## config.mk

```make
export PLATFORM = sky130hd
export DESIGN_NAME = bounded_deque_with_eviction
export DESIGN_NICKNAME = d
export VERILOG_FILES = /design/src/bdq_pkg.sv /design/src/bounded_deque_with_eviction.sv /design/src/bdq_ram.sv /design/src/bdq_ctrl.sv /design/src/bdq_dp.sv
export SDC_FILE = /design/constraint.sdc
export NUM_CORES = 1
export LEC_CHECK = 0
export ABC_CLOCK_PERIOD_IN_PS = 5280
export CORE_MARGIN = 5
export CORE_UTILIZATION = 40
export DETAILED_ROUTE_END_ITERATION = 7
export DONT_BUFFER_PORTS = 1
export PLACE_DENSITY = 0.61
export SLEW_MARGIN = 15
export SYNTH_ARGS = -nofsm -noshare
export SYNTH_HDL_FRONTEND = slang
export SYNTH_SLANG_ARGS = --single-unit
export TNS_END_PERCENT = 50
```

## constraint.sdc

```tcl
create_clock -name clk -period 5.28 [get_ports clk]
set_clock_uncertainty 0.05 [all_clocks]
set_input_delay 1.056 -clock clk [delete_from_list [all_inputs] [get_ports clk]]
set_output_delay 1.056 -clock clk [all_outputs]
set_load 0.01 [all_outputs]
```

## src/bdq_pkg.sv

```systemverilog
// ----------------------------------------------------------------------------
// bdq_pkg
// Shared types and constants for the bounded deque with eviction.
// ----------------------------------------------------------------------------
`default_nettype none

package bdq_pkg;

  // Ring geometry (DEPTH is a power of two so ring positions wrap for free)
  localparam int DEPTH  = 16;
  localparam int PTR_W  = $clog2(DEPTH);
  localparam int CNT_W  = PTR_W + 1;
  localparam int DATA_W = 32;
  localparam int FUNC_W = 3;
  localparam int IDX_W  = 4;
  localparam int CFG_W  = 5;

  // Operation codes
  typedef enum logic [FUNC_W-1:0] {
    FN_PUSH_FRONT = 3'd0,
    FN_PUSH_BACK  = 3'd1,
    FN_POP_FRONT  = 3'd2,
    FN_POP_BACK   = 3'd3,
    FN_PEEK       = 3'd4
  } func_t;

  // Commands from the controller to the datapath
  typedef struct packed {
    logic accept;    // take the input item, update pointers, access the ring
    logic load_out;  // register the finished result
  } cmd_t;

endpackage : bdq_pkg

`default_nettype wire

```

## src/bounded_deque_with_eviction.sv

```systemverilog
// ----------------------------------------------------------------------------
// bounded_deque_with_eviction
// Double-ended queue of signed 32-bit values in a 16-slot ring, with
// eviction at the opposite end when a push finds the queue full.
// ----------------------------------------------------------------------------
// Usage:
//   Input channel (in_valid / in_stall) carries one operation: in_func
//   selects push front, push back, pop front, pop back or peek; in_value is
//   the pushed value and in_index the peek position from the front.
//   Result channel (out_valid / out_stall) returns one result per operation:
//   out_data, out_found, out_count and out_empty_res.
//   cfg_wr_en / cfg_wr_data set the capacity limit (0 means all 16 slots);
//   write it only while no operation is in flight.
// Timing:
//   An operation is accepted in the idle state, where pointers update and the
//   slot RAM is written or read; the result register loads in the exec state
//   once the output is free, and out_valid rises as it loads. A new operation
//   is not accepted before the result of the last one has been loaded.
//   The next operation is accepted while a result still waits at the output.
// Reset (rst_n low, synchronous) empties the queue and clears the limit;
//   slot contents are not cleared. While out_stall is high the result holds
//   and, once the following operation has been accepted, in_stall stays high.
// ----------------------------------------------------------------------------
`default_nettype none

module bounded_deque_with_eviction (
  input  wire logic                              clk,
  input  wire logic                              rst_n,
  input  wire logic                              cfg_wr_en,
  input  wire logic        [bdq_pkg::CFG_W-1:0]  cfg_wr_data,
  input  wire logic                              in_valid,
  output logic                                   in_stall,
  input  wire logic        [bdq_pkg::FUNC_W-1:0] in_func,
  input  wire logic signed [bdq_pkg::DATA_W-1:0] in_value,
  input  wire logic        [bdq_pkg::IDX_W-1:0]  in_index,
  output logic                                   out_valid,
  input  wire logic                              out_stall,
  output logic signed      [bdq_pkg::DATA_W-1:0] out_data,
  output logic                                   out_found,
  output logic             [bdq_pkg::CNT_W-1:0]  out_count,
  output logic                                   out_empty_res
);

  import bdq_pkg::*;

  cmd_t cmd;

  // Sequence each transfer
  bdq_ctrl u_ctrl (
    .clk       (clk),
    .rst_n     (rst_n),
    .in_valid  (in_valid),
    .in_stall  (in_stall),
    .out_valid (out_valid),
    .out_stall (out_stall),
    .cmd       (cmd)
  );

  // Ring storage and result
  bdq_dp u_dp (
    .clk           (clk),
    .rst_n         (rst_n),
    .cmd           (cmd),
    .cfg_wr_en     (cfg_wr_en),
    .cfg_wr_data   (cfg_wr_data),
    .in_func       (in_func),
    .in_value      (in_value),
    .in_index      (in_index),
    .out_data      (out_data),
    .out_found     (out_found),
    .out_count     (out_count),
    .out_empty_res (out_empty_res)
  );

endmodule : bounded_deque_with_eviction

`default_nettype wire

```

## src/bdq_ram.sv

```systemverilog
// ----------------------------------------------------------------------------
// bdq_ram
// Generic single-write, single-read RAM with registered read data.
// ----------------------------------------------------------------------------
`default_nettype none

module bdq_ram #(
  parameter int WIDTH = 32,
  parameter int DEPTH = 16
) (
  input  wire logic                     clk,
  input  wire logic                     wr_en,
  input  wire logic [$clog2(DEPTH)-1:0] wr_addr,
  input  wire logic [WIDTH-1:0]         wr_data,
  input  wire logic                     rd_en,
  input  wire logic [$clog2(DEPTH)-1:0] rd_addr,
  output logic      [WIDTH-1:0]         rd_data
);

  logic [WIDTH-1:0] mem_r [DEPTH];

  // Write port
  always_ff @(posedge clk) begin
    if (wr_en) begin
      mem_r[wr_addr] <= wr_data;
    end
  end

  // Registered read port, holds while not enabled
  always_ff @(posedge clk) begin
    if (rd_en) begin
      rd_data <= mem_r[rd_addr];
    end
  end

endmodule : bdq_ram

`default_nettype wire

```

## src/bdq_ctrl.sv

```systemverilog
// ----------------------------------------------------------------------------
// bdq_ctrl
// Controller: sequences each item through accept and result stages and
// owns the handshake of both channels.
// ----------------------------------------------------------------------------
`default_nettype none

module bdq_ctrl (
  input  wire logic          clk,
  input  wire logic          rst_n,
  input  wire logic          in_valid,
  output logic               in_stall,
  output logic               out_valid,
  input  wire logic          out_stall,
  output bdq_pkg::cmd_t      cmd
);

  import bdq_pkg::*;

  typedef enum logic [1:0] {
    ST_IDLE = 2'b01,
    ST_EXEC = 2'b10
  } state_t;

  state_t state_r;
  state_t state_nxt;
  logic   out_valid_r;
  logic   out_valid_nxt;

  // Issue commands
  always_comb begin
    cmd.accept   = (state_r == ST_IDLE) && in_valid;
    cmd.load_out = (state_r == ST_EXEC) && (!out_valid_r || !out_stall);
  end

  // Advance the state machine
  always_comb begin
    state_nxt = state_r;
    unique case (state_r)
      ST_IDLE: begin
        if (in_valid) begin
          state_nxt = ST_EXEC;
        end
      end
      ST_EXEC: begin
        if (cmd.load_out) begin
          state_nxt = ST_IDLE;
        end
      end
      default: state_nxt = ST_IDLE;
    endcase
  end

  // Hold the result until the receiver takes the transfer
  assign out_valid_nxt = cmd.load_out || (out_valid_r && out_stall);

  always_ff @(posedge clk) begin
    if (!rst_n) begin
      state_r     <= ST_IDLE;
      out_valid_r <= 1'b0;
    end else begin
      state_r     <= state_nxt;
      out_valid_r <= out_valid_nxt;
    end
  end

  assign in_stall  = (state_r != ST_IDLE);
  assign out_valid = out_valid_r;

endmodule : bdq_ctrl

`default_nettype wire

```

## src/bdq_dp.sv

```systemverilog
// ----------------------------------------------------------------------------
// bdq_dp
// Datapath: ring pointers, fill count, capacity register, slot RAM and the
// result register.
// ----------------------------------------------------------------------------
`default_nettype none

module bdq_dp (
  input  wire logic                              clk,
  input  wire logic                              rst_n,
  input  wire bdq_pkg::cmd_t                     cmd,
  input  wire logic                              cfg_wr_en,
  input  wire logic        [bdq_pkg::CFG_W-1:0]  cfg_wr_data,
  input  wire logic        [bdq_pkg::FUNC_W-1:0] in_func,
  input  wire logic signed [bdq_pkg::DATA_W-1:0] in_value,
  input  wire logic        [bdq_pkg::IDX_W-1:0]  in_index,
  output logic signed      [bdq_pkg::DATA_W-1:0] out_data,
  output logic                                   out_found,
  output logic             [bdq_pkg::CNT_W-1:0]  out_count,
  output logic                                   out_empty_res
);

  import bdq_pkg::*;

  logic [CFG_W-1:0]  max_entries_r;
  logic [PTR_W-1:0]  front_r;
  logic [PTR_W-1:0]  front_nxt;
  logic [CNT_W-1:0]  fill_r;
  logic [CNT_W-1:0]  fill_nxt;
  logic [CNT_W-1:0]  limit;
  logic              full;
  logic [PTR_W-1:0]  fill_lo;
  logic              hit;
  logic              hit_r;
  logic [CNT_W-1:0]  count_r;
  logic              ram_wr_en;
  logic [PTR_W-1:0]  ram_wr_addr;
  logic              ram_rd_en;
  logic [PTR_W-1:0]  ram_rd_addr;
  logic [DATA_W-1:0] ram_rd_data;
  logic [DATA_W-1:0] out_data_r;
  logic              out_found_r;
  logic [CNT_W-1:0]  out_count_r;
  logic              out_empty_r;

  // Capacity register
  always_ff @(posedge clk) begin
    if (!rst_n) begin
      max_entries_r <= '0;
    end else if (cfg_wr_en) begin
      max_entries_r <= cfg_wr_data;
    end
  end

  // Effective limit: zero or anything above the ring size means the full ring
  always_comb begin
    if ((max_entries_r == '0) || (CNT_W'(max_entries_r) > CNT_W'(DEPTH))) begin
      limit = CNT_W'(DEPTH);
    end else begin
      limit = CNT_W'(max_entries_r);
    end
  end

  assign full    = (fill_r >= limit);
  assign fill_lo = fill_r[PTR_W-1:0];

  // Decode the operation into pointer updates and ring accesses
  always_comb begin
    front_nxt   = front_r;
    fill_nxt    = fill_r;
    ram_wr_en   = 1'b0;
    ram_wr_addr = front_r;
    ram_rd_addr = front_r;
    hit         = 1'b0;
    unique case (in_func)
      FN_PUSH_FRONT: begin
        // a full queue drops its back element, so the count holds
        front_nxt   = front_r - PTR_W'(1);
        ram_wr_en   = 1'b1;
        ram_wr_addr = front_r - PTR_W'(1);
        if (!full) begin
          fill_nxt = fill_r + CNT_W'(1);
        end
      end
      FN_PUSH_BACK: begin
        // slot past the back is the same whether or not the front is dropped
        ram_wr_en   = 1'b1;
        ram_wr_addr = front_r + fill_lo;
        if (full) begin
          front_nxt = front_r + PTR_W'(1);
        end else begin
          fill_nxt = fill_r + CNT_W'(1);
        end
      end
      FN_POP_FRONT: begin
        if (fill_r != '0) begin
          hit         = 1'b1;
          ram_rd_addr = front_r;
          front_nxt   = front_r + PTR_W'(1);
          fill_nxt    = fill_r - CNT_W'(1);
        end
      end
      FN_POP_BACK: begin
        if (fill_r != '0) begin
          hit         = 1'b1;
          ram_rd_addr = front_r + fill_lo - PTR_W'(1);
          fill_nxt    = fill_r - CNT_W'(1);
        end
      end
      FN_PEEK: begin
        if (CNT_W'(in_index) < fill_r) begin
          hit         = 1'b1;
          ram_rd_addr = front_r + PTR_W'(in_index);
        end
      end
      default: begin
        // unused codes leave everything as is
      end
    endcase
  end

  assign ram_rd_en = cmd.accept && hit;

  // Advance ring pointers on accept
  always_ff @(posedge clk) begin
    if (!rst_n) begin
      front_r <= '0;
      fill_r  <= '0;
    end else if (cmd.accept) begin
      front_r <= front_nxt;
      fill_r  <= fill_nxt;
    end
  end

  // Hold result status until the read data returns
  always_ff @(posedge clk) begin
    if (cmd.accept) begin
      hit_r   <= hit;
      count_r <= fill_nxt;
    end
  end

  bdq_ram #(
    .WIDTH (DATA_W),
    .DEPTH (DEPTH)
  ) u_slots (
    .clk     (clk),
    .wr_en   (cmd.accept && ram_wr_en),
    .wr_addr (ram_wr_addr),
    .wr_data (in_value),
    .rd_en   (ram_rd_en),
    .rd_addr (ram_rd_addr),
    .rd_data (ram_rd_data)
  );

  // Result register
  always_ff @(posedge clk) begin
    if (cmd.load_out) begin
      out_data_r  <= hit_r ? ram_rd_data : '0;
      out_found_r <= hit_r;
      out_count_r <= count_r;
      out_empty_r <= (count_r == '0);
    end
  end

  assign out_data      = out_data_r;
  assign out_found     = out_found_r;
  assign out_count     = out_count_r;
  assign out_empty_res = out_empty_r;

endmodule : bdq_dp

`default_nettype wire

```

* Word level (Yosys, flattened, before mapping)
Memory sizes are Yosys's and may differ from the RTL's. A register that Yosys moved wholly into a read port is not among the register bits.
Index checks and enable logic that the tools add are counted.
** Word-level totals
- Register bits after elaboration :: 62
- Bits in latches :: 0
- Bits in writable memories :: 512
- Bits in read-only memories :: 0
- Input port bits :: 49
- Memories kept :: 1
** Memories
- u_dp.u_slots.mem_r :: depth 16, bits a word 32, rd ports 1, clocked after memory_dff 1, wr ports 1, line bdq_ram.sv:20 : logic [WIDTH-1:0] mem_r [DEPTH];
** Cells by class
- $add $sub $neg :: 7
- Multipliers :: 0
- Div/mod/pow operators :: 0
- Magnitude comparators :: 3
- Eq/ne operators :: 11
- Shifts and indexed selects :: 0
- Multiplexer cells :: 20
- Bitwise gates (word level) :: 0
- Reduce and logical (&&, ||, !) cells :: 19
** Operators by type and width (number)
- two-way mux 4 bit :: 4
- one-hot mux 4 bit (2 select lines) :: 2
- two-way mux 5 bit :: 3
- one-hot mux 4 bit (3 select lines) :: 1
- logical NOT 5 bit :: 2
- one-hot mux 5 bit (2 select lines) :: 1
- adder 4 bit :: 2
- != test 2 x 1 -> 1 bit, second input constant :: 4
- subtractor 4 x 1 -> 4 bit, second input constant :: 2
- == test 3 x 2 -> 1 bit, second input constant :: 2
- adder 5 x 1 -> 5 bit, second input constant :: 1
- greater-or-equal comparator 5 bit :: 1
- > comparator 5 bit, second input constant :: 1
- logical AND 1 bit :: 5
- < comparator 4 x 5 -> 1 bit :: 1
- two-way mux 1 bit :: 5
- nonzero test 5 bit :: 1
- subtractor 5 x 1 -> 5 bit, second input constant :: 1
- adder 4 x 1 -> 4 bit, second input constant :: 1
- two-way mux 2 bit :: 2
- one-hot mux 2 bit (2 select lines) :: 1
- AND reduction 4 bit :: 1
- OR reduction 2 bit :: 2
- == test 3 x 1 -> 1 bit, second input constant :: 1
- 10 further kinds :: 13

* Depth between registers and ports, before layout
- Depth in word-level cells :: 6
- Depth in mapped cells :: 15

* Hierarchy
A second synthesis with hierarchy kept.
** Unflattened totals
- Cells, all modules :: 1152
- Area total of the unflattened synthesis :: 23553.8 sq um
** By module, submodules not included
- bdq_ram :: times used 1, cells an instance 838, area an instance 20155.6 sq um, seq. area each 16335.7 sq um
- bdq_dp :: times used 1, cells an instance 302, area an instance 3278.1 sq um, seq. area each 1631.6 sq um
- bdq_ctrl :: times used 1, cells an instance 12, area an instance 120.1 sq um, seq. area each 60.1 sq um

* Worst setup path before layout
No wires, ideal clock.
- Path type :: input -> register
- Start :: input port in_valid
- End :: memory u_dp.u_slots.mem_r[0][0], enable pin
- Data arrival time :: 4263 ps
- Slack :: 506 ps
- Stages :: 7
- Path buffers :: 1
- Cells stage by stage :: inv_1 or2_2 clkbuf_1 inv_1 and3_1 nand2_1 nor3_1
** RTL lines
- from (decl) :: line bounded_deque_with_eviction.sv:31 : input wire logic in_valid,
- to (decl) :: line bdq_ram.sv:20

* Final worst setup path
- Start :: register u_dp.front_r[1]
- End :: register u_dp.u_slots.rd_data[18] (read register of u_dp.u_slots.mem_r) (data pin)
** Between the ends
- Word-level cells in the longest chain between the ends :: 4
- Elaborated cells on any way between the ends :: 6
** Ends and longest elaborated chain
- from (decl) :: line bdq_dp.sv:26 : logic [PTR_W-1:0] front_r;
- from (signal assigned) :: line bdq_dp.sv:130 : front_r <= front_nxt;
- adder 4 bit :: line bdq_dp.sv:106 : ram_rd_addr = front_r + fill_lo - PTR_W'(1);
- subtractor 4 x 1 -> 4 bit :: line bdq_dp.sv:106
- two-way mux 4 bit :: line bdq_dp.sv:104 : if (fill_r != '0) begin
- one-hot mux 4 bit (2 select lines) * :: line bdq_dp.sv:75 : unique case (in_func)
- to (decl) :: line bdq_ram.sv:17 : output logic [WIDTH-1:0] rd_data
Every way passes the cells marked *; elsewhere a longest branch is shown, timed or not.
A chain may end at the register's enable or synchronous reset.

==> impl_metrics.yaml <==
cts:
  cts_resized: 0
  cts_root_buf: "clkbuf_16"
  cts_hold_buf: 0
  cts_tree: "built"
  clk_latency_ns: 0.62
  cts_made_buffers: 60
  clock-sinks: 606
  postCtsSetupRepairBufs: 0
  cts_htree_levels: 2
  clock_path_buffers: 3
  cts.clk_slew.worst_paths_ns: 0.07
timing:
  setup_viol: 0
  timing.final.crit_share_pct: 73.67
  tightestPinTransition_ns: 1.032
  slew_violations: 0
  rsz0062_at_grt: "false"
  period_needed_ns: 3.890
  timing.fmax_mhz: 257.1
  tns_ns: 0
  slew_headroom_pct: 31.04
  hold_viol: 0
  setup_slack_ns: 1.390
finish:
  fin_nets: 1738
  synthToLayoutAreaGrowth_pct: 12.21
  final_core_util_pct: 45.39
  drive_above_1_share_pct: 9.785
  final_cell_area_um2: 27400
  n_antenna_cell: 0
worst_setup_path:
  r2r-start: "u_dp.front_r[1]"
  setup.worst_path.start_class: "flop"
  required_ns: 5.72
  ff2ff_setup_slack_ns: 1.39
  worstPathArrival_ns: 4.33
  reg2regPathDepth: 11
  end_kind: "flop"
  r2r-end: "u_dp.u_slots.rd_data[18]"
  critPathMaxFanout: 32
  critPathKind: "reg2reg"
routing:
  routed_wl_um: 55570
  routedWlPerCell_um: 22.24
  drc: 0
  num_vias: 13600
  antenna_left: 0
  drt_first_pass_iters: 6
  via_per_inst: 5.441
  dr.first_iter.drc_count: 1046
min_path:
  hold_class: "reg2reg"
  min_to: "u_dp.out_count[3]"
  min_from: "u_dp.count_r[3]"
  whs_path_depth: 0
outcome:
  status: "complete, no violations"
synthesis:
  seq_area_frac_synth_pct: 73.84
  synth_cells: 1663
  async_reset_ff_share_pct: 0
  synth_area_leaders: "edfxtp_1 (72%), mux2i_1 (5.6%), nand2_1 (4.7%), nand3_1 (4.0%), a221o_1 (1.4%)"
  synth_top_cell_by_area: "edfxtp_1"
  synth_seq_cells: 606
  synth_ff_type: "edfxtp_1"
  avgSynthCellArea_um2: 14.68
  synth.top_cell.area_share_pct: 72.45
  syn_nets: 1735
  synth_edf_count: 589
  ys_types: 62
  netlist_area_um2: 24410
  yosysWarnings: 0
global_routing:
  antenna_found_initial: 0
  grt_usage_pct: 16.47
  grt_max_degree: 161
  grt_pass1_vias: 13490
  grt_pass1_wl_um: 83910
  grt_overflow: 0
power:
  p_switching_w: 0.002368
  power.density_nw_per_um2: 383.4
  p_leak_nw: 9.795
  clockPowerShare_pct: 40.8
  internal_power_w: 0.008135
  power_frac_seq_pct: 51.2
  ir_worst_vdd_mv: 0.2787
  comb_power_share_pct: 8.0
  switching_share_pct: 22.55
  power_w: 0.01050
floorplan:
  num_rows: 90
  initial_core_util_pct: 40.45
  fp.dieH_um: 257.1
  die_x_um: 257.1
  ioPinCount: 90
  die-area_um2: 66070
  core_area_um2: 60360
placement:
  hpwl_um: 29270
  gp_congestion: 0.7895
  dpl-instance-area_um2: 25400
  port_buffers: 0
  dp_slack_ns: 1.246
flow_run:
  cap_violations: 0
## registers in the layout (all words and copies together), names as in the netlist
signal / flops
u_dp.max_entries_r: 5
u_dp.u_slots.rd_data: 32
u_dp.out_count: 5
u_dp.hit_r: 1
u_dp.front_r: 4
u_dp.out_found: 1
u_dp.u_slots.mem_r: 512
u_ctrl.state_r: 2
u_dp.out_empty_res: 1
u_ctrl.out_valid: 1
u_dp.fill_r: 5
u_dp.out_data: 32
u_dp.count_r: 5
## power by group through the flow
| stage | Combinational, W | Sequential, W | Clock, W |
|---|---|---|---|
| 2_1_floorplan | 0.000643 | 0.00547 | 0 |
| 3_3_place_gp | 0.000838 | 0.00548 | 0 |
| 3_5_place_dp | 0.000849 | 0.00548 | 0 |
| 4_1_cts | 0.000852 | 0.00538 | 0.00438 |
| 5_1_grt | 0.000934 | 0.00538 | 0.00458 |
| 6_report | 0.000843 | 0.00538 | 0.00428 |
## per-layer routing
| layer | routed length [um] | GRT usage [%] | vias up |
|---|---|---|---|
| li1 | - | - | 6272 |
| met1 | 24130 | 21.98 | 6886 |
| met2 | 26850 | 27.54 | 350 |
| met3 | 3379 | 3.755 | 88 |
| met4 | 1211 | 4.205 | 0 |
| met5 | 0 | 0 | - |
## area by class of cell
type	instances	area, um^2
Clock buffer	77	1638
Clock inverter	36	357.8
Fill cell	5225	32960
Inverter	15	56.30
Multi-Input combinational cell	945	5952
Sequential cell	606	18030
Tap cell	782	978.4
Timing Repair Buffer	38	385.4
## worst max-delay path: stages, from the launching register on
cell and delay [ns]:
dfxtp_1 0.62, inv_1 0.24, fa_1 0.46, xnor2_1 0.20, nor3b_1 0.23, xnor3_1 0.26
a22oi_2 0.16, xor2_1 0.50, nor2b_4 0.25, buf_4 0.45, nand3_1 0.19, nand3_1 0.14
## Yosys cell counts, drive strengths merged (5+ instances only)
cell	number
nand2b	8
a21o	7
nand3	196
o21ai	17
a21oi	42
a21boi	5
buf	52
a221o	34
nor2b	10
a32oi	32
xnor2	11
ha	21
nor2	16
dfxtp	17
inv	15
and2	36
clkbuf	45
nor3	18
mux2i	136
edfxtp	589
nand2	310
## cells by family (layout without fill, tap and decap cells)
logic type | count (synthesis) | count (layout) | synth area share [%]
AOI/OAI and AO/OA | 158 | 158 | 4.951
xor gates and xnor gates | 14 | 14 | 0.5586
muxes | 136 | 136 | 5.576
adders and majority gates | 23 | 23 | 1.240
buffers and inverters | 112 | 166 | 2.373
and+or+nand+nor | 614 | 614 | 11.46
DFF | 606 | 606 | 73.84
## layout by cell type (no fill, tap or decap), types with 3 or more instances in the layout
cell	count
and2_1	35
inv_1	15
nand3_1	196
a21boi_0	5
a32oi_1	32
nor2b_1	8
clkbuf_8	3
a21oi_1	40
buf_4	30
edfxtp_1	589
dfxtp_1	17
bufinv_16	6
ha_1	21
buf_12	8
clkbuf_1	12
a221o_1	34
nor2_1	14
nand2_2	3
mux2i_1	136
clkinv_2	11
o21a_1	3
clkinv_4	3
nand2b_1	8
nor3_2	16
a21o_1	7
clkbuf_16	62
nand2_1	307
or4_1	4
o21ai_0	16
clkinv_1	9
clkinvlp_4	5
nand4_1	4
xnor2_1	11
## through the flow
| step | instances | hold slack [ns] |
|---|---|---|
| 2_1_floorplan | 1663 | 0.3669 |
| 3_3_place_gp | 2386 | 0.3872 |
| 3_5_place_dp | 2386 | 0.3902 |
| 4_1_cts | 2499 | 0.4080 |
| 5_1_grt | 2499 | 0.4185 |
| 6_report | 2499 | 0.4085 |
## worst max-delay path by stage
stage | from | cells after the start | endpoint
after floorplan | in_valid | 7 | u_dp.u_slots.mem_r[0][0]
after global placement | in_index[2] | 10 | u_dp.u_slots.rd_data[1]
after detailed placement | in_index[2] | 10 | u_dp.u_slots.rd_data[5]
after CTS | u_dp.front_r[1] | 11 | u_dp.u_slots.rd_data[28]
after global routing | u_dp.front_r[1] | 11 | u_dp.u_slots.rd_data[9]
final | u_dp.front_r[1] | 11 | u_dp.u_slots.rd_data[18]
(Power assumes the default switching activity.)
